--- config.mk ---
export PLATFORM = sky130hd
export DESIGN_NAME = kdp_alu
export DESIGN_NICKNAME = d
export VERILOG_FILES = /design/src/rtl/kdp_pkg.sv /design/src/rtl/kdp_alu.sv
export SDC_FILE = /design/constraint.sdc
export NUM_CORES = 1
export LEC_CHECK = 0
export ABC_CLOCK_PERIOD_IN_PS = 10700
export BUFFER_PORTS_ARGS = -buffer_cell sky130_fd_sc_hd__buf_2
export CORE_UTILIZATION = 54
export DETAILED_ROUTE_END_ITERATION = 10
export GPL_TIMING_DRIVEN = 0
export PLACE_DENSITY = 0.95
export SETUP_SLACK_MARGIN = 0.02
export SYNTH_ARGS = -nofsm -noshare
export SYNTH_HDL_FRONTEND = slang
export SYNTH_SLANG_ARGS = --single-unit
--- constraint.sdc ---
create_clock -name vclk -period 10.7
set_input_delay 1.07 -clock vclk [all_inputs]
set_output_delay 1.07 -clock vclk [all_outputs]
set_load 0.005 [all_outputs]
--- src/rtl/kdp_pkg.sv ---
`timescale 1ns / 1ps
// Shared constants and types for the 0/1 knapsack solver.
// No dependencies; imported by every module of the block.
package kdp_pkg;

    localparam int KDP_CAPACITY_MAX = 1023;
    localparam int WEIGHT_W         = 16;
    localparam int PROFIT_IN_W      = 16;
    localparam int PROFIT_W         = 22;
    localparam int CAP_W            = 10;
    localparam int CAP_RESET        = 1023;

    localparam logic [PROFIT_W-1:0] PROFIT_SAT = {PROFIT_W{1'b1}};

    typedef logic [PROFIT_W-1:0]    profit_t;
    typedef logic [PROFIT_IN_W-1:0] item_profit_t;
    typedef logic [WEIGHT_W-1:0]    item_weight_t;

    // Sequencer states
    localparam logic [2:0] ST_IDLE    = 3'd0;
    localparam logic [2:0] ST_CLEAR   = 3'd1;
    localparam logic [2:0] ST_WALK    = 3'd2;
    localparam logic [2:0] ST_DRAIN   = 3'd3;
    localparam logic [2:0] ST_RES_RD  = 3'd4;
    localparam logic [2:0] ST_RES_CAP = 3'd5;

endpackage

--- src/rtl/kdp_alu.sv ---
`timescale 1ns / 1ps
// Shared update unit: saturating add of profit to the shifted entry, then max.
// Depends on kdp_pkg for widths and the saturation limit.
module kdp_alu
    import kdp_pkg::*;
(
    input  logic         take,
    input  item_profit_t profit,
    input  profit_t      best_src,
    input  profit_t      best_old,
    output logic         upd_en,
    output profit_t      upd_data
);

    logic [PROFIT_W:0] sum;
    profit_t           cand;

    always_comb
    begin
        sum  = {1'b0, best_src} + (PROFIT_W + 1)'(profit);
        cand = sum[PROFIT_W] ? PROFIT_SAT : sum[PROFIT_W-1:0];
        // write back only when the candidate improves the entry
        upd_en   = take && (cand > best_old);
        upd_data = cand;
    end

endmodule

==> results of run 1 <==
[routing by layer]
layer | share of wire (%) | wire (µm)
met1 | 42 | 1860
met2 | 52 | 2310
met3 | 5.9 | 264
met4 | 0.89 | 40
met5 | 0 | 0
[worst paths after layout]
kind                  startpoint     end  slack (ps)  cells after the start
worst max-delay path   profit[0]  upd_en        5230                     18
worst min-delay path        take  upd_en        2440                      4
[metrics by stage]
stage / setup WS [ps] / utilization, % / area (µm²) / cells
finish: 5230 / 72.5 / 2230 / 377
global route: 4980 / 72.5 / 2230 / 377
CTS: 5240 / 72.5 / 2230 / 377
detailed placement: 5250 / 72.5 / 2230 / 377
global placement: 5320 / 72.5 / 2230 / 377
floorplan: 5780 / - / 1760 / 250
[synthesized netlist by cell type (2+ instances only)]
master	n	area share [%]
a211oi_1	5	2.1
a21o_1	13	5.5
a21oi_1	18	5.1
a21oi_2	2	0.99
a31oi_1	6	2.1
and3_1	3	1.1
buf_4	2	0.85
buf_6	3	1.9
ha_1	38	27
inv_1	27	5.8
nand2_1	26	5.5
nand2_2	3	1.1
nand3_1	7	2.0
nand3_4	2	2.0
nand4_1	6	2.1
nor2_1	16	3.4
nor2b_1	2	0.71
nor3_1	3	0.85
o211ai_1	2	0.85
o21a_1	7	3.0
o21ai_0	19	5.4
o21bai_1	2	0.85
xnor2_1	7	3.5
xor2_1	5	2.5
[cells by family (layout without fill, tap and decap cells)]
group,Yosys count,after routing,share of synthesized area (%)
adders and majority gates,39,39,28.1
AOI/OAI and AO/OA,86,86,32.2
buffers and inverters,35,118,9.30
xor gates and xnor gates,12,12,5.97
and+or+nand+nor,78,78,24.4
[critical path, stage by stage]
cell	delay (ps)
buf_2	100
ha_1	230
fa_1	430
a211oi_1	390
o21ai_2	160
a21oi_2	250
a21oi_4	120
nand3_4	150
buf_6	160
nand2_1	80
ha_1	290
a21o_1	160
a21o_1	170
a21oi_1	130
o21ai_0	110
o21ai_0	160
a21oi_1	80
buf_2	130
[power by group through the flow]
stage               Clock [mW]  Sequential [mW]  Combinational (mW)
finish                       0                0               0.142
global route                 0                0               0.160
CTS                          0                0               0.141
detailed placement           0                0               0.141
global placement             0                0               0.136
floorplan                    0                0              0.0969
[area by class of cell]
type / count / share of cell area [%]
Buffer: 8 / 2.80
Multi-Input combinational cell: 215 / 71.6
Timing Repair Buffer: 83 / 18.6
Tap cell: 44 / 2.47
Inverter: 27 / 4.54
==> flow_summary_export.csv, run 1 <==
group,metric,value,unit
floorplanning,start_util,57.2,%
floorplanning,die_w,59.1,µm
sta,hold_ws,2440,ps
logic_synthesis,synthCells,250,
layout,num-clock-buffers,0,
logic_synthesis,syn_area_per_cell,7.05,µm²
detailed_routing,avgViaCountPerCell,5.62,
placement,hpwl,3.93,mm
cts,cts_resized,0,
placement,portBuffers,83,
sta,hold_violations,0,
detailed_routing,vias,2119,
critical_path,worstPathRequired,9630,ps
layout,final_common_cell,"buf_2",
sta,slew_headroom,72.5,%
sta,slew_violations,0,
detailed_routing,drc_errors,0,
power,cellLeakagePower,1.26,nW
cts,postCtsHoldBufs,0,
floorplanning,row_count,20,
detailed_routing,routed_wl,4.47,mm
layout,seq_cell_count,0,
logic_synthesis,syn-num-nets,350,
detailed_routing,antenna_left,0,
sta,fmax,183,MHz
sta,rsz0062_at_grt,"false",
sta,worstMarginPinSlew,409,ps
cts,cts_setup_buffers,0,
critical_path,end_kind,"primary output",
critical_path,start_kind,"input port",
placement,place.gp.congestion,0.827,
global_routing,antenna_found_initial,0,
power,power.density,63.6,nW/µm²
global_routing,grt_pass1_wl,7.29,mm
min_path,holdCritPathClass,"input port to primary output",
critical_path,cp.arrival,4400,ps
power,pwr-share-comb,100.0,%
layout,nFillCells,269,
layout,diodes,0,
global_routing,grt-ovfl-total,0,
sta,finalSetupViolations,0,
logic_synthesis,ys_seq_area_share,0,%
sta,layout_min_cycle_time,5470,ps
detailed_routing,drt_first_pass_iters,4,
global_routing,track_usage,25.5,%
sta,finalSetupTns,0,ps
power,power.total,0.142,mW
layout,final_cell_mix,"buf_2, ha_1, inv_1",
power,power.share.clock,0,%
floorplanning,design.core.area,3080,µm²
layout,drive_above_1_share,33.0,%
flow_run,maxCapViolCount,0,
layout,ff_latch_area,0,µm²
global_routing,use_met1,31.4,%
floorplanning,die_y,59.1,µm
layout,nNetsFinal,435,
logic_synthesis,ys_types,50,
floorplanning,io_pins,84,
power,power.switching,0.0755,mW
critical_path,crit_type,"input port to primary output",
detailed_routing,drt_iter0_drc,66,
global_routing,grt_pass1_vias,1814,
global_routing,grt.busiest_layer,"met2",
power,swShare,53.1,%
power,ir_drop,25.6,µV
detailed_routing,routedWlPerCell,11.9,µm
layout,multiInputGateArea,1600,µm²
floorplanning,die_area,3490,µm²
power,p_int,0.0665,mW
global_routing,grt_max_degree,11,
logic_synthesis,yosys_warnings,0,
logic_synthesis,synth_area,1760,µm²
power,seq_power_share,0,%
global_routing,grtUsageMet2,48.9,%
sta,post-route-period-util,51.1,%
layout,synthToLayoutAreaGrowth,26.7,%
critical_path,crit_path_max_fanout,10,
outcome,outcome,"finished, final reports clean",
global_routing,met3_usage,0.873,%
(Power assumes the default switching activity.)
==> run 2, diff against run 1 <==
--- a/config.mk
+++ b/config.mk
@@ -5,12 +5,12 @@
 export SDC_FILE = /design/constraint.sdc
 export NUM_CORES = 1
 export LEC_CHECK = 0
-export ABC_CLOCK_PERIOD_IN_PS = 10700
+export ABC_CLOCK_PERIOD_IN_PS = 5600
 export BUFFER_PORTS_ARGS = -buffer_cell sky130_fd_sc_hd__buf_2
-export CORE_UTILIZATION = 54
+export CORE_UTILIZATION = 50
 export DETAILED_ROUTE_END_ITERATION = 10
 export GPL_TIMING_DRIVEN = 0
-export PLACE_DENSITY = 0.95
+export PLACE_DENSITY = 0.93
 export SETUP_SLACK_MARGIN = 0.02
 export SYNTH_ARGS = -nofsm -noshare
 export SYNTH_HDL_FRONTEND = slang
==> constraint.sdc (replaced) <==
create_clock -name vclk -period 5.6
set_input_delay 0.56 -clock vclk [all_inputs]
set_output_delay 0.56 -clock vclk [all_outputs]
set_load 0.005 [all_outputs]
==> run 2 against run 1 <==
Compared with the run above:
- critical path depth did not move
- design area increased by 0.11%
- via count decreased by 0.94%
- count of clock-buffer cells in the layout unchanged
- worst hold slack got worse by 1000 ps
- total power is 92% higher
- combinational power grew 92%
- die area up 7.7%
- first-iteration DRC count grew 32%
- wire length is 1.5% higher
==> flow_summary_export.csv, run 2 (synthesized netlist as in run 1, its figures left out) <==
group,metric,value,unit
power,power.total,0.272,mW
min_path,holdCritPathClass,"input port to primary output",
placement,hpwl,3.96,mm
floorplanning,design.core.area,3360,µm²
global_routing,grt_pass1_vias,1814,
cts,cts_resized,0,
critical_path,cp.arrival,3940,ps
floorplanning,start_util,52.4,%
sta,finalSetupTns,0,ps
floorplanning,die_area,3770,µm²
critical_path,path_cells,"buf_2 -> ha_1 -> fa_1 -> a211oi_1 -> o21ai_2 -> a21oi_2 -> a21oi_4 -> nand3_4 -> buf_6 -> nand2_1 -> ha_1 -> a21o_1 -> a21o_1 -> a21oi_1 -> o21ai_0 -> o21ai_0 -> a21oi_1 -> buf_2",
detailed_routing,drc_errors,0,
critical_path,end_kind,"primary output",
outcome,outcome,"finished, final reports clean",
layout,synthToLayoutAreaGrowth,26.8,%
sta,post-route-period-util,80.3,%
layout,final_common_cell,"buf_2",
critical_path,critical-path-max-stage-delay,430,ps
sta,worstMarginPinSlew,418,ps
detailed_routing,avgViaCountPerCell,5.54,
detailed_routing,routedWlPerCell,12.0,µm
detailed_routing,drt_iter0_drc,87,
critical_path,crit_type,"input port to primary output",
sta,layout_min_cycle_time,4500,ps
detailed_routing,routed_wl,4.54,mm
critical_path,worstPathRequired,5040,ps
sta,fmax,222,MHz
critical_path,cp_slowest_cell,"fa_1",
layout,ff_latch_area,0,µm²
floorplanning,io_pins,84,
sta,finalSetupViolations,0,
critical_path,critPathTopFamily,"compound AO/OA/AOI/OAI gates",
layout,num-clock-buffers,0,
layout,multiInputGateArea,1600,µm²
global_routing,grt-ovfl-total,0,
sta,hold_violations,0,
flow_run,maxCapViolCount,0,
placement,portBuffers,83,
detailed_routing,antenna_left,0,
layout,drive_above_1_share,33.0,%
power,power.density,122,nW/µm²
global_routing,grt_max_degree,11,
critical_path,crit_buf_inv,3,
sta,slew_headroom,71.9,%
global_routing,antenna_found_initial,0,
layout,nFillCells,303,
floorplanning,die_w,61.4,µm
floorplanning,row_count,21,
detailed_routing,drt_first_pass_iters,4,
layout,final_cell_mix,"buf_2, ha_1, inv_1",
placement,place.gp.congestion,0.823,
global_routing,track_usage,24.7,%
global_routing,grt_pass1_wl,7.32,mm
power,ir_drop,59.0,µV
sta,rsz0062_at_grt,"false",
power,cellLeakagePower,1.26,nW
layout,diodes,0,
cts,postCtsHoldBufs,0,
layout,nNetsFinal,435,
layout,seq_cell_count,0,
cts,cts_setup_buffers,0,
floorplanning,die_y,61.4,µm
detailed_routing,vias,2099,
sta,slew_violations,0,
critical_path,crit_path_max_fanout,10,
min_path,holdPathStages,4,
critical_path,crit_cells,18,
critical_path,start_kind,"input port",
[run 2: worst min-delay path, cell delays in order]
cell,delay (ps)
buf_2,100
nand2_1,60
a21oi_1,40
buf_2,120
[run 2: where the power goes]
part / internal, mW / switching, mW
Combinational: 0.127 / 0.145
Sequential: 0 / 0
Clock: 0 / 0
Total: 0.127 / 0.145
[run 2: path summary, 6_finish.rpt]
check                  from  endpoint
setup / recovery  profit[0]    upd_en
hold / removal         take    upd_en
[run 2: area by class of cell]
type	instances	area share [%]
multi-input cells	215	71.5
inverters	27	4.54
plain buffers	8	2.80
well taps	46	2.58
repair buffers	83	18.6
[run 2: metrics by stage]
step | hold WS [ps] | setup WS [ps] | area (µm²) | std cells | util [%]
floorplan | 1190 | 1700 | 1760 | 250 | -
global placement | 1420 | 1200 | 2230 | 379 | 66.4
detailed placement | 1440 | 1120 | 2230 | 379 | 66.4
CTS | 1440 | 1120 | 2230 | 379 | 66.4
global route | 1470 | 719 | 2230 | 379 | 66.4
finish | 1440 | 1100 | 2230 | 379 | 66.4
[run 2: layer usage]
| metal | GRT usage [%] | up-vias | part of all wire (%) | routed length, µm |
|---|---|---|---|---|
| met5 | 0 | - | 0 | 0 |
| met4 | 5.71 | 0 | 1.1 | 51 |
| met3 | 1.26 | 8 | 5.7 | 260 |
| met2 | 46.4 | 80 | 49 | 2240 |
| met1 | 30.9 | 934 | 44 | 1990 |
| li1 | - | 1077 | - | - |
